`src/rtl/r2y420_pkg.sv`:
```
// ----------------------------------------------------------------------------
// r2y420_pkg
// Shared types and constants for the RGB to YUV 4:2:0 converter: register
// indexes, reset values, conversion coefficients and the divide-by-100 helper.
// ----------------------------------------------------------------------------
package r2y420_pkg;

  // Configuration port geometry and register indexes.
  localparam int unsigned CFG_IDX_BITS  = 2;
  localparam int unsigned CFG_DATA_BITS = 12;

  localparam logic [CFG_IDX_BITS-1:0] CFG_IDX_FRAME_WIDTH  = 2'd0;
  localparam logic [CFG_IDX_BITS-1:0] CFG_IDX_FRAME_HEIGHT = 2'd1;
  localparam logic [CFG_IDX_BITS-1:0] CFG_IDX_SWAP         = 2'd2;

  // Register reset values.
  localparam logic [CFG_DATA_BITS-1:0] RST_FRAME_WIDTH  = 12'd640;
  localparam logic [CFG_DATA_BITS-1:0] RST_FRAME_HEIGHT = 12'd480;
  localparam logic                     RST_SWAP         = 1'b1;

  // Output field widths.
  localparam int unsigned LUMA_IDX_BITS   = 22;
  localparam int unsigned CHROMA_IDX_BITS = 20;

  // Color conversion sums stay below 25600, so 15 bits hold them.
  localparam int unsigned SUM_BITS = 15;

  localparam logic [15:0] COEF_30     = 16'd30;
  localparam logic [15:0] COEF_59     = 16'd59;
  localparam logic [15:0] COEF_11     = 16'd11;
  localparam logic [15:0] COEF_17     = 16'd17;
  localparam logic [15:0] COEF_33     = 16'd33;
  localparam logic [15:0] COEF_50     = 16'd50;
  localparam logic [15:0] COEF_42     = 16'd42;
  localparam logic [15:0] COEF_8      = 16'd8;
  localparam logic [15:0] CHROMA_BIAS = 16'd12800;

  // Division by 100 as a multiply by ceil(2^22 / 100) and a shift. The
  // rounding error stays below 0.008 for any 15-bit dividend, so the
  // quotient is exact.
  localparam logic [15:0] DIV100_RECIP = 16'd41944;
  localparam int unsigned DIV100_SHIFT = 22;

  // Pipeline load strobes shared by the datapath modules.
  typedef struct packed {
    logic load_s1;
    logic load_s2;
    logic load_out;
  } pipe_ctl_t;

  function automatic logic [7:0] div100(input logic [SUM_BITS-1:0] x);
    logic [30:0] prod;
    prod = 31'(x) * 31'(DIV100_RECIP);
    return prod[DIV100_SHIFT+7:DIV100_SHIFT];
  endfunction

endpackage

```
`src/rtl/r2y420_cfg.sv`:
```
// ----------------------------------------------------------------------------
// r2y420_cfg
// Configuration registers. Frame sizes of zero or above the maximum are
// replaced by the maximum before they reach the scan counters.
// ----------------------------------------------------------------------------
module r2y420_cfg #(
  parameter int unsigned MAX_WIDTH  = 2048,
  parameter int unsigned MAX_HEIGHT = 2048,
  localparam int unsigned EW = $clog2(MAX_WIDTH + 1),
  localparam int unsigned EH = $clog2(MAX_HEIGHT + 1)
) (
  input  logic                                   clk,
  input  logic                                   rst,
  input  logic                                   cfg_valid,
  output logic                                   cfg_ready,
  input  logic [r2y420_pkg::CFG_IDX_BITS-1:0]    cfg_index,
  input  logic [r2y420_pkg::CFG_DATA_BITS-1:0]   cfg_data,
  output logic [EW-1:0]                          eff_width,
  output logic [EH-1:0]                          eff_height,
  output logic                                   swap
);

  localparam int unsigned DW   = r2y420_pkg::CFG_DATA_BITS;
  localparam int unsigned CMPW = (EW > DW) ? EW : DW;
  localparam int unsigned CMPH = (EH > DW) ? EH : DW;

  logic [DW-1:0] frame_width;
  logic [DW-1:0] frame_height;
  logic          cfg_write;

  // Writes are always taken.
  assign cfg_ready = 1'b1;
  assign cfg_write = cfg_valid && cfg_ready;

  // Register file.
  always_ff @(posedge clk) begin
    if (rst) begin
      frame_width  <= r2y420_pkg::RST_FRAME_WIDTH;
      frame_height <= r2y420_pkg::RST_FRAME_HEIGHT;
      swap         <= r2y420_pkg::RST_SWAP;
    end else if (cfg_write) begin
      case (cfg_index)
        r2y420_pkg::CFG_IDX_FRAME_WIDTH:  frame_width  <= cfg_data;
        r2y420_pkg::CFG_IDX_FRAME_HEIGHT: frame_height <= cfg_data;
        r2y420_pkg::CFG_IDX_SWAP:         swap         <= cfg_data[0];
        default: ;
      endcase
    end
  end

  // Effective sizes: zero or oversized values fall back to the maximum.
  always_comb begin
    if (frame_width == '0 || CMPW'(frame_width) > CMPW'(MAX_WIDTH)) begin
      eff_width = EW'(MAX_WIDTH);
    end else begin
      eff_width = EW'(frame_width);
    end
    if (frame_height == '0 || CMPH'(frame_height) > CMPH'(MAX_HEIGHT)) begin
      eff_height = EH'(MAX_HEIGHT);
    end else begin
      eff_height = EH'(frame_height);
    end
  end

endmodule

```
`src/rtl/r2y420_scan.sv`:
```
// ----------------------------------------------------------------------------
// r2y420_scan
// Raster position counters. Gives the column and row of the pixel at the
// input, its chroma and frame-end flags, and steps on every accepted pixel.
// ----------------------------------------------------------------------------
module r2y420_scan #(
  parameter int unsigned MAX_WIDTH  = 2048,
  parameter int unsigned MAX_HEIGHT = 2048,
  localparam int unsigned EW = $clog2(MAX_WIDTH + 1),
  localparam int unsigned EH = $clog2(MAX_HEIGHT + 1),
  localparam int unsigned CW = (MAX_WIDTH > 2) ? $clog2(MAX_WIDTH) : 1,
  localparam int unsigned RW = (MAX_HEIGHT > 2) ? $clog2(MAX_HEIGHT) : 1
) (
  input  logic                  clk,
  input  logic                  rst,
  input  r2y420_pkg::pipe_ctl_t ctl,
  input  logic [EW-1:0]         eff_width,
  input  logic [EH-1:0]         eff_height,
  output logic [CW-1:0]         column_count,
  output logic [RW-1:0]         row_count,
  output logic                  chroma_flag,
  output logic                  frame_flag
);

  logic row_last;
  logic last_row;

  // End of row and end of frame; counters beyond the limit also end them.
  always_comb begin
    row_last    = ((EW+1)'(column_count) + 1'b1) >= (EW+1)'(eff_width);
    last_row    = ((EH+1)'(row_count) + 1'b1) >= (EH+1)'(eff_height);
    frame_flag  = row_last && last_row;
    chroma_flag = column_count[0] && (row_count[0] || last_row);
  end

  // Position counters.
  always_ff @(posedge clk) begin
    if (rst) begin
      column_count <= '0;
      row_count    <= '0;
    end else if (ctl.load_s1) begin
      if (frame_flag) begin
        column_count <= '0;
        row_count    <= '0;
      end else if (row_last) begin
        column_count <= '0;
        row_count    <= row_count + 1'b1;
      end else begin
        column_count <= column_count + 1'b1;
      end
    end
  end

endmodule

```
`src/rtl/r2y420_index.sv`:
```
// ----------------------------------------------------------------------------
// r2y420_index
// Luma and chroma plane addresses. The row products are formed in the middle
// stage and the column offsets are added before the result register.
// ----------------------------------------------------------------------------
module r2y420_index #(
  parameter int unsigned MAX_WIDTH  = 2048,
  parameter int unsigned MAX_HEIGHT = 2048,
  localparam int unsigned EW = $clog2(MAX_WIDTH + 1),
  localparam int unsigned CW = (MAX_WIDTH > 2) ? $clog2(MAX_WIDTH) : 1,
  localparam int unsigned RW = (MAX_HEIGHT > 2) ? $clog2(MAX_HEIGHT) : 1
) (
  input  logic                                       clk,
  input  r2y420_pkg::pipe_ctl_t                      ctl,
  input  logic [EW-1:0]                              eff_width,
  input  logic [CW-1:0]                              column_count,
  input  logic [RW-1:0]                              row_count,
  input  logic                                       chroma_flag,
  input  logic                                       frame_flag,
  output logic [r2y420_pkg::LUMA_IDX_BITS-1:0]       luma_index,
  output logic [r2y420_pkg::CHROMA_IDX_BITS-1:0]     chroma_index,
  output logic                                       chroma_valid,
  output logic                                       frame_end
);

  localparam int unsigned MW = RW + EW;
  localparam int unsigned PW = (MW > r2y420_pkg::LUMA_IDX_BITS) ?
                               MW : r2y420_pkg::LUMA_IDX_BITS;

  logic [CW-1:0] col1;
  logic [RW-1:0] row1;
  logic [EW-1:0] width1;
  logic          cflag1;
  logic          fflag1;

  logic [MW-1:0] luma_prod2;
  logic [MW-1:0] chroma_prod2;
  logic [CW-1:0] col2;
  logic          cflag2;
  logic          fflag2;

  logic [PW-1:0] luma_sum;
  logic [PW-1:0] chroma_sum;

  // Input register: position of the accepted pixel.
  always_ff @(posedge clk) begin
    if (ctl.load_s1) begin
      col1   <= column_count;
      row1   <= row_count;
      width1 <= eff_width;
      cflag1 <= chroma_flag;
      fflag1 <= frame_flag;
    end
  end

  // Middle stage: row start addresses of both planes.
  always_ff @(posedge clk) begin
    if (ctl.load_s2) begin
      luma_prod2   <= MW'(row1) * MW'(width1);
      chroma_prod2 <= MW'(row1 >> 1) * MW'(width1 >> 1);
      col2         <= col1;
      cflag2       <= cflag1;
      fflag2       <= fflag1;
    end
  end

  // Column offsets, truncated to the output field widths.
  always_comb begin
    luma_sum   = PW'(luma_prod2) + PW'(col2);
    chroma_sum = PW'(chroma_prod2) + PW'(col2 >> 1);
  end

  // Result register.
  always_ff @(posedge clk) begin
    if (ctl.load_out) begin
      luma_index   <= luma_sum[r2y420_pkg::LUMA_IDX_BITS-1:0];
      chroma_index <= chroma_sum[r2y420_pkg::CHROMA_IDX_BITS-1:0];
      chroma_valid <= cflag2;
      frame_end    <= fflag2;
    end
  end

endmodule

```
`src/rtl/r2y420_color.sv`:
```
// ----------------------------------------------------------------------------
// r2y420_color
// Color space conversion. Channel bytes are ordered into R, G and B, the
// weighted sums are formed in the middle stage, and the divide by 100 is
// done by a reciprocal multiply before the result register.
// ----------------------------------------------------------------------------
module r2y420_color (
  input  logic                  clk,
  input  r2y420_pkg::pipe_ctl_t ctl,
  input  logic                  swap,
  input  logic [7:0]            chan_first,
  input  logic [7:0]            chan_middle,
  input  logic [7:0]            chan_third,
  output logic [7:0]            luma_value,
  output logic [7:0]            cb_value,
  output logic [7:0]            cr_value
);

  localparam int unsigned SW = r2y420_pkg::SUM_BITS;

  logic [7:0]    red1;
  logic [7:0]    green1;
  logic [7:0]    blue1;
  logic [15:0]   red_w;
  logic [15:0]   green_w;
  logic [15:0]   blue_w;
  logic [SW-1:0] y_sum_next;
  logic [SW-1:0] u_sum_next;
  logic [SW-1:0] v_sum_next;
  logic [SW-1:0] y_sum;
  logic [SW-1:0] u_sum;
  logic [SW-1:0] v_sum;

  // Input register with the red/blue exchange applied.
  always_ff @(posedge clk) begin
    if (ctl.load_s1) begin
      red1   <= swap ? chan_third : chan_first;
      green1 <= chan_middle;
      blue1  <= swap ? chan_first : chan_third;
    end
  end

  // Weighted sums. Both chroma sums stay positive thanks to the bias.
  always_comb begin
    red_w      = 16'(red1);
    green_w    = 16'(green1);
    blue_w     = 16'(blue1);
    y_sum_next = SW'(red_w * r2y420_pkg::COEF_30 + green_w * r2y420_pkg::COEF_59 +
                     blue_w * r2y420_pkg::COEF_11);
    u_sum_next = SW'(r2y420_pkg::CHROMA_BIAS + blue_w * r2y420_pkg::COEF_50 -
                     (red_w * r2y420_pkg::COEF_17 + green_w * r2y420_pkg::COEF_33));
    v_sum_next = SW'(r2y420_pkg::CHROMA_BIAS + red_w * r2y420_pkg::COEF_50 -
                     (green_w * r2y420_pkg::COEF_42 + blue_w * r2y420_pkg::COEF_8));
  end

  always_ff @(posedge clk) begin
    if (ctl.load_s2) begin
      y_sum <= y_sum_next;
      u_sum <= u_sum_next;
      v_sum <= v_sum_next;
    end
  end

  // Quotients into the result register.
  always_ff @(posedge clk) begin
    if (ctl.load_out) begin
      luma_value <= r2y420_pkg::div100(y_sum);
      cb_value   <= r2y420_pkg::div100(u_sum);
      cr_value   <= r2y420_pkg::div100(v_sum);
    end
  end

endmodule

```
`src/rtl/rgb_to_yuv420_converter_top.sv`:
```
// ----------------------------------------------------------------------------
// rgb_to_yuv420_converter_top
// RGB to YUV 4:2:0 pixel converter, one pixel per clock unless res_stall holds.
// ----------------------------------------------------------------------------
// Pixels enter on the pix channel in raster order (pix_valid / pix_stall) as
// three channel bytes. Each accepted pixel gives one transaction on the res
// channel (res_valid / res_stall) with its luma address and Y, its chroma
// block address with U and V, a chroma_valid flag on the pixel whose chroma
// is kept for its 2x2 block, and frame_end on the last pixel of a frame.
// The cfg channel (cfg_valid / cfg_ready, always ready) writes frame width,
// frame height and the red/blue swap; write it only while the block is idle.
// A pixel passes the input and middle registers into the result register,
// where res_valid rises with its result. The pipeline is an input register,
// a middle register after the multipliers and the result register, so a new
// pixel is taken every cycle until a receiver stall fills the pipeline.
// When the receiver stalls, the result holds and the two earlier stages keep
// filling; pix_stall rises only once all three stages hold a pixel.
// Synchronous reset empties the pipeline, returns the raster counters to the
// first pixel of a frame and loads 640x480 with the swap set.
// ----------------------------------------------------------------------------
module rgb_to_yuv420_converter_top #(
  parameter int unsigned MAX_WIDTH  = 2048,
  parameter int unsigned MAX_HEIGHT = 2048
) (
  input  logic                                       clk,
  input  logic                                       rst,
  input  logic                                       cfg_valid,
  output logic                                       cfg_ready,
  input  logic [r2y420_pkg::CFG_IDX_BITS-1:0]        cfg_index,
  input  logic [r2y420_pkg::CFG_DATA_BITS-1:0]       cfg_data,
  input  logic                                       pix_valid,
  output logic                                       pix_stall,
  input  logic [7:0]                                 chan_first,
  input  logic [7:0]                                 chan_middle,
  input  logic [7:0]                                 chan_third,
  output logic                                       res_valid,
  input  logic                                       res_stall,
  output logic [r2y420_pkg::LUMA_IDX_BITS-1:0]       luma_index,
  output logic [7:0]                                 luma_value,
  output logic                                       chroma_valid,
  output logic [r2y420_pkg::CHROMA_IDX_BITS-1:0]     chroma_index,
  output logic [7:0]                                 cb_value,
  output logic [7:0]                                 cr_value,
  output logic                                       frame_end
);

  localparam int unsigned EW = $clog2(MAX_WIDTH + 1);
  localparam int unsigned EH = $clog2(MAX_HEIGHT + 1);
  localparam int unsigned CW = (MAX_WIDTH > 2) ? $clog2(MAX_WIDTH) : 1;
  localparam int unsigned RW = (MAX_HEIGHT > 2) ? $clog2(MAX_HEIGHT) : 1;

  logic                  s1_valid;
  logic                  s2_valid;
  logic                  out_en;
  logic                  s2_en;
  logic                  s1_en;
  r2y420_pkg::pipe_ctl_t ctl;

  logic [EW-1:0] eff_width;
  logic [EH-1:0] eff_height;
  logic          swap;
  logic [CW-1:0] column_count;
  logic [RW-1:0] row_count;
  logic          chroma_flag;
  logic          frame_flag;

  // Stage enables: a stage may load when it is empty or is being drained.
  always_comb begin
    out_en       = !res_valid || !res_stall;
    s2_en        = !s2_valid || out_en;
    s1_en        = !s1_valid || s2_en;
    pix_stall    = !s1_en;
    ctl.load_s1  = pix_valid && s1_en;
    ctl.load_s2  = s1_valid && s2_en;
    ctl.load_out = s2_valid && out_en;
  end

  // Stage occupancy.
  always_ff @(posedge clk) begin
    if (rst) begin
      s1_valid  <= 1'b0;
      s2_valid  <= 1'b0;
      res_valid <= 1'b0;
    end else begin
      s1_valid  <= ctl.load_s1 || (s1_valid && !s2_en);
      s2_valid  <= ctl.load_s2 || (s2_valid && !out_en);
      res_valid <= ctl.load_out || (res_valid && res_stall);
    end
  end

  r2y420_cfg #(
    .MAX_WIDTH  (MAX_WIDTH),
    .MAX_HEIGHT (MAX_HEIGHT)
  ) u_cfg (
    .clk        (clk),
    .rst        (rst),
    .cfg_valid  (cfg_valid),
    .cfg_ready  (cfg_ready),
    .cfg_index  (cfg_index),
    .cfg_data   (cfg_data),
    .eff_width  (eff_width),
    .eff_height (eff_height),
    .swap       (swap)
  );

  r2y420_scan #(
    .MAX_WIDTH  (MAX_WIDTH),
    .MAX_HEIGHT (MAX_HEIGHT)
  ) u_scan (
    .clk          (clk),
    .rst          (rst),
    .ctl          (ctl),
    .eff_width    (eff_width),
    .eff_height   (eff_height),
    .column_count (column_count),
    .row_count    (row_count),
    .chroma_flag  (chroma_flag),
    .frame_flag   (frame_flag)
  );

  r2y420_index #(
    .MAX_WIDTH  (MAX_WIDTH),
    .MAX_HEIGHT (MAX_HEIGHT)
  ) u_index (
    .clk          (clk),
    .ctl          (ctl),
    .eff_width    (eff_width),
    .column_count (column_count),
    .row_count    (row_count),
    .chroma_flag  (chroma_flag),
    .frame_flag   (frame_flag),
    .luma_index   (luma_index),
    .chroma_index (chroma_index),
    .chroma_valid (chroma_valid),
    .frame_end    (frame_end)
  );

  r2y420_color u_color (
    .clk         (clk),
    .ctl         (ctl),
    .swap        (swap),
    .chan_first  (chan_first),
    .chan_middle (chan_middle),
    .chan_third  (chan_third),
    .luma_value  (luma_value),
    .cb_value    (cb_value),
    .cr_value    (cr_value)
  );

  // The input is held back only when every stage is full and the result waits.
  assert property (@(posedge clk) disable iff (rst)
    pix_stall |-> (s1_valid && s2_valid && res_valid && res_stall))
    else $error("pix_stall raised while the pipeline has room");

  // A pixel in the middle stage reaches the result register unless it is held.
  assert property (@(posedge clk) disable iff (rst)
    (s2_valid && out_en) |=> res_valid)
    else $error("middle stage drained without producing a result");

  // Reset leaves the pipeline empty.
  assert property (@(posedge clk)
    rst |=> (!s1_valid && !s2_valid && !res_valid))
    else $error("pipeline not empty after reset");

endmodule

```
`config.mk`:
```
export PLATFORM = sky130hd
export DESIGN_NAME = rgb_to_yuv420_converter_top
export DESIGN_NICKNAME = d
export VERILOG_FILES = /design/src/rtl/r2y420_pkg.sv /design/src/rtl/r2y420_cfg.sv /design/src/rtl/r2y420_scan.sv /design/src/rtl/r2y420_index.sv /design/src/rtl/r2y420_color.sv /design/src/rtl/rgb_to_yuv420_converter_top.sv
export SDC_FILE = /design/constraint.sdc
export NUM_CORES = 2
export LEC_CHECK = 0
export BUFFER_PORTS_ARGS = -buffer_cell sky130_fd_sc_hd__buf_2
export CAP_MARGIN = 20
export CORE_MARGIN = 4
export CORE_UTILIZATION = 50
export CTS_CLUSTER_SIZE = 16
export DETAILED_ROUTE_END_ITERATION = 8
export PLACE_DENSITY = 0.69
export SLEW_MARGIN = 25
export SYNTH_ARGS = -nofsm -noshare
export SYNTH_HDL_FRONTEND = slang
export SYNTH_SLANG_ARGS = --single-unit
```
`constraint.sdc`:
```
create_clock -name clk -period 11.3 [get_ports clk]
set_input_delay 2.825 -clock clk [delete_from_list [all_inputs] [get_ports clk]]
set_output_delay 2.825 -clock clk [all_outputs]
set_load 0.005 [all_outputs]
```
* Word level (Yosys, flattened, before mapping) *
Index checks and enable logic that the tools add are counted.
W data, S select, Z words.

storage, ports and cells
  bits in registers = 278
  input port bits = 43
  output and inout port bits = 71
  logic and storage cells = 104

operators by class
  add/sub/neg operators = 14
  $mul = 13
  order comparisons = 4
  eq/ne operators = 2
  multiplexer cells = 8
  reductions and logical operators = 32

operator list
  cell                      count
  $mul A15 B13 Y27 const B  3
  $mul A8 B5 Y13 const B    4
  $mux W11                  4
  $add A13 B14 Y15          2
  $add A14 B14 Y15 const A  2
  $sub A15 B15 Y15          2
  $mul A8 B6 Y14 const B    2
  $ge A13 B12 Y1            2
  $add A11 B1 Y12 const B   2
  $gt A12 B12 Y1 const B    2
  $logic_not A12 Y1         2
  $mul A8 B4 Y12 const B    2
  $mux W12                  2
  $add A11 B1 Y11 const B   2
  $add A22 B11 Y22          1
  $mul A11 B12 Y22          1
  $add A20 B10 Y20          1
  $mul A10 B11 Y20          1
  $mux W8                   2
  $add A14 B11 Y15          1
  $add A15 B12 Y15          1
  $logic_or A1 B1 Y1        9
  $logic_and A1 B1 Y1       8
  $reduce_and A2 Y1         4
  other kinds (5)           11

* Logic depth before layout (Yosys ltp) *
  depth in word-level cells = 7
  mapped depth = 23
  gate-level depth less buffers = 23

* Modules after synthesis *
From an unflattened synthesis, not the netlist that was laid out.

unflattened totals
  cells, all modules = 3,327
  area total of the unflattened synthesis = 34,595.7 um^2

modules (own cells, without submodules)
  module                       times used  cells each  area each (um^2)  seq. area each (um^2)
  r2y420_color                 1           1,951       20,384.6          2,732.6
  r2y420_index                 1           975         11,080.6          4,053.9
  r2y420_scan                  1           242         1,886.8           440.4
  r2y420_cfg                   1           144         1,122.3           500.5
  rgb_to_yuv420_converter_top  1           15          121.4             60.1

* Worst setup path after synthesis *
No wires, ideal clock.

  path type = input-to-reg
  from = in res_stall
  to = reg u_color.cb_value[0], enable pin
  library setup time = 598 ps
  arrival = 7,752 ps
  data required time = 10,702 ps
  path slack = 2,950 ps
  stages on the path = 1
  buffers on the path = 0
  cells stage by stage = a21boi_0

between the ends
  cells in the longest elaborated chain, start to end = 3

ends and longest elaborated chain
  element                 RTL line                           RTL
  start: declaration      rgb_to_yuv420_converter_top.sv:37  input logic res_stall,
  $logic_not A1 Y1        rgb_to_yuv420_converter_top.sv:69  out_en = !res_valid || !res_stall;
  $logic_or A1 B1 Y1      rgb_to_yuv420_converter_top.sv:69
  $logic_and A1 B1 Y1     rgb_to_yuv420_converter_top.sv:75  ctl.load_out = s2_valid && out_en;
  end signal: assignment  r2y420_color.sv:68                 cb_value <= r2y420_pkg::div100(u_sum);
  end: declaration        r2y420_color.sv:15                 output logic [7:0] cb_value,

No other way between the ends.
A chain may end at the register's enable or synchronous reset.

* Final worst setup path *
  from = in res_stall
  to = out pix_stall

between the ends
  cells in the longest elaborated chain, start to end = 5

ends and longest elaborated chain
  element             RTL line                           RTL
  $logic_not A1 Y1    rgb_to_yuv420_converter_top.sv:69
  $logic_or A1 B1 Y1  rgb_to_yuv420_converter_top.sv:69
  $logic_or A1 B1 Y1  rgb_to_yuv420_converter_top.sv:70  s2_en = !s2_valid || out_en;
  $logic_or A1 B1 Y1  rgb_to_yuv420_converter_top.sv:71  s1_en = !s1_valid || s2_en;
  $logic_not A1 Y1    rgb_to_yuv420_converter_top.sv:72  pix_stall = !s1_en;
  end: declaration    rgb_to_yuv420_converter_top.sv:32  output logic pix_stall,

No other way between the ends.

==> impl_metrics.ini <==
[sta]
setup_viol = 0
finalClockSkew_ps = 21.5
setup-tns-final_ps = 0
period_share = 0.555
relSlewSlack = 0.377
finalHoldViolCount = 0
final_max_slew_viol_count = 0
fin_crit_ps = 6270
rsz0062_at_grt = false
fmax_ghz = 0.160
tightest_slew_ps = 933
worst_slack_ps = 5030

[clock_network]
htreeDepth = 2
cts_setup_buffers = 0
clk_pin_slew_ps = 60
cts_max_path_buffers = 3
cts_buffers = 36
hold_buffers = 0
worstSkewPairLatency_ps = 560
cts_resized = 0
cts_tree = done
cts_root_buffer = clkbuf_16
cts_sinks = 276

[synth]
yosys.cell_types.count = 76
synthTopCellsByCount = 829 x inv_1, 641 x ha_1, 413 x fa_1, 226 x edfxtp_1, 178 x nand2_1
synth.avg_cell_area_um2 = 10.3
yosys_warnings = 0
yosysMostFrequentCell = inv_1
syn-cell-area_um2 = 34500
synth-edff-count = 226
yosys.area.top_type_share = 0.240
syn_inst = 3349
synth_top_area_cell = fa_1
ys_seq_elements = 276
netlist_top_cells_area = fa_1 24%, ha_1 23%, edfxtp_1 20%
ys_async_sr_fraction = 0
synth_nets = 4446
yosysSeqAreaShare = 0.226
ys.flop_type = edfxtp_1

[floorplanning]
rows = 96
initial_core_util = 0.504
ios = 114
dieArea_um2 = 73200
chipWidth_um = 271
fp.dieH_um = 271
core_area_um2 = 68500

[outcome]
outcome = completed

[routing]
vias_per_cell = 5.15
ant_nets = 0
num_vias = 22500
totalWireLength_mm = 70.0
route.detailed.drc = 0
drt-pass1-iter-count = 7
drtIter0Drc = 1248
routedWlPerCell_um = 16.0

[cells_and_area]
drive_gt1_frac = 0.0614
final_util = 0.545
nNetsFinal = 4555
num_antenna_cells = 0
syn_to_final_growth_pct = 8.17

[critical_path]
cp_data_arrival_time_ps = 3440
required_ps = 8480
worst_path_most_repeated_cell = buf_2
critical_path.top_delay_family = simple AND/OR/NAND/NOR gates
cp_cell_sequence = buf_2 -> and3_1 -> nand2_1 -> inv_1 -> buf_2
critPathKind = input port to output port
endpoint_kind = output port
cp_max_fo = 3
slowest_stage = and3_1
critPathMaxStageDelay_ps = 230
critPathBufInv = 3
cp-start-kind = input port

[global_routing]
gr-total-overflow = 0
grt_pass1_vias = 23200
track_usage = 0.197
grt_first_pass_wirelength_mm = 117
grt_max_degree = 69
antenna_found_initial = 5

[run]
drv_cap = 0

[placed_design]
place_ws_ps = 5020
port_buffers = 112
place.gp.congestion = 0.865
hpwl_mm = 58.3

[worst_hold_path]
hp-class = flop to flop
layer usage:
layer  up-vias  share of wire  GRT usage
met5         -        0.00050          0
met1     11000           0.48      0.281
li1      11100              -          -
met4         6          0.016     0.0398
met3        62          0.045     0.0276
met2       347           0.46      0.323
final cells by class:
type | count | area, um2
multi-input cells | 2196 | 23400
clock buffers | 42 | 943
repair buffers | 119 | 633
inverters | 829 | 3110
well taps | 882 | 1100
flip-flops and latches | 276 | 7790
clock inverters | 23 | 300
fillers | 5989 | 31200
placed cells by master (no fill, tap or decap), types with 5 or more instances in the layout:
cell	n
dfxtp_1	50
nand4_1	14
nor2b_1	15
nor2_1	79
nor4_1	11
edfxtp_1	226
nand3b_1	10
nand2b_1	27
nand2_1	178
mux2_2	16
a21o_1	51
a211oi_1	17
a21boi_1	6
buf_4	6
xor2_1	46
xnor2_1	132
a31oi_1	11
buf_2	112
o21ai_1	16
and2_1	64
a21oi_1	135
o32ai_1	12
and3_1	24
o21ai_0	50
o31ai_1	5
or3_1	23
inv_1	828
bufinv_16	5
nor3_1	27
o21bai_1	17
nand3_1	49
fa_1	413
o21a_1	16
clkbuf_16	36
o211ai_1	14
ha_1	641
state kept, by name, summed over array words and instances (netlist names), 14 cells and up:
signal / flops
u_color.u_sum: 14
u_color.v_sum: 14
u_color.y_sum: 15
u_index.chroma_index: 20
u_index.chroma_prod2: 20
u_index.luma_index: 22
u_index.luma_prod2: 22
worst reg2reg max path: stages (launching register included):
cell      delay (ps)
edfxtp_1         600
ha_1             390
ha_1             330
fa_1             460
ha_1             340
xnor2_1          150
ha_1             290
inv_1             50
ha_1             270
inv_1             40
ha_1             280
inv_1             70
fa_1             430
fa_1             490
ha_1             360
or3_1            350
o21ai_0          120
o31ai_1          150
o41ai_1          320
xor2_1           110
worst paths after layout:
| path | startpoint | end | slack (ps) | cells after the start |
|---|---|---|---|---|
| min | u_index.fflag2 | u_index.frame_end | 420 | 0 |
| max reg2reg | u_color.blue1[3] | u_color.u_sum[14] | 5450 | 19 |
| max | res_stall | pix_stall | 5030 | 5 |
| min reg2reg | u_index.fflag2 | u_index.frame_end | 420 | 0 |
through the flow:
step / area [um2] / hold slack (ps) / instances
2_1_floorplan: 34500 / 400 / 3349
3_3_place_gp: 36000 / 402 / 4301
3_5_place_dp: 36000 / 405 / 4301
4_1_cts: 37300 / 418 / 4366
5_1_grt: 37300 / 426 / 4367
6_report: 37300 / 418 / 4367
cells by family (layout without fill, tap and decap cells):
kind of cell               Yosys count  count (layout)  synth area share
adders and majority gates         1054            1054             0.472
buffers and inverters              877            1013            0.0957
and+or+nand+nor                    546             546            0.0800
AOI/OAI and AO/OA                  398             398            0.0746
DFF                                276             276             0.226
xor gates and xnor gates           178             178            0.0452
muxes                               19              19           0.00610
other                                1               1          0.000109
Power is left out: the tool's default activity adds up to more than one toggle a clock period on the data nets, which glitch-free logic cannot reach.
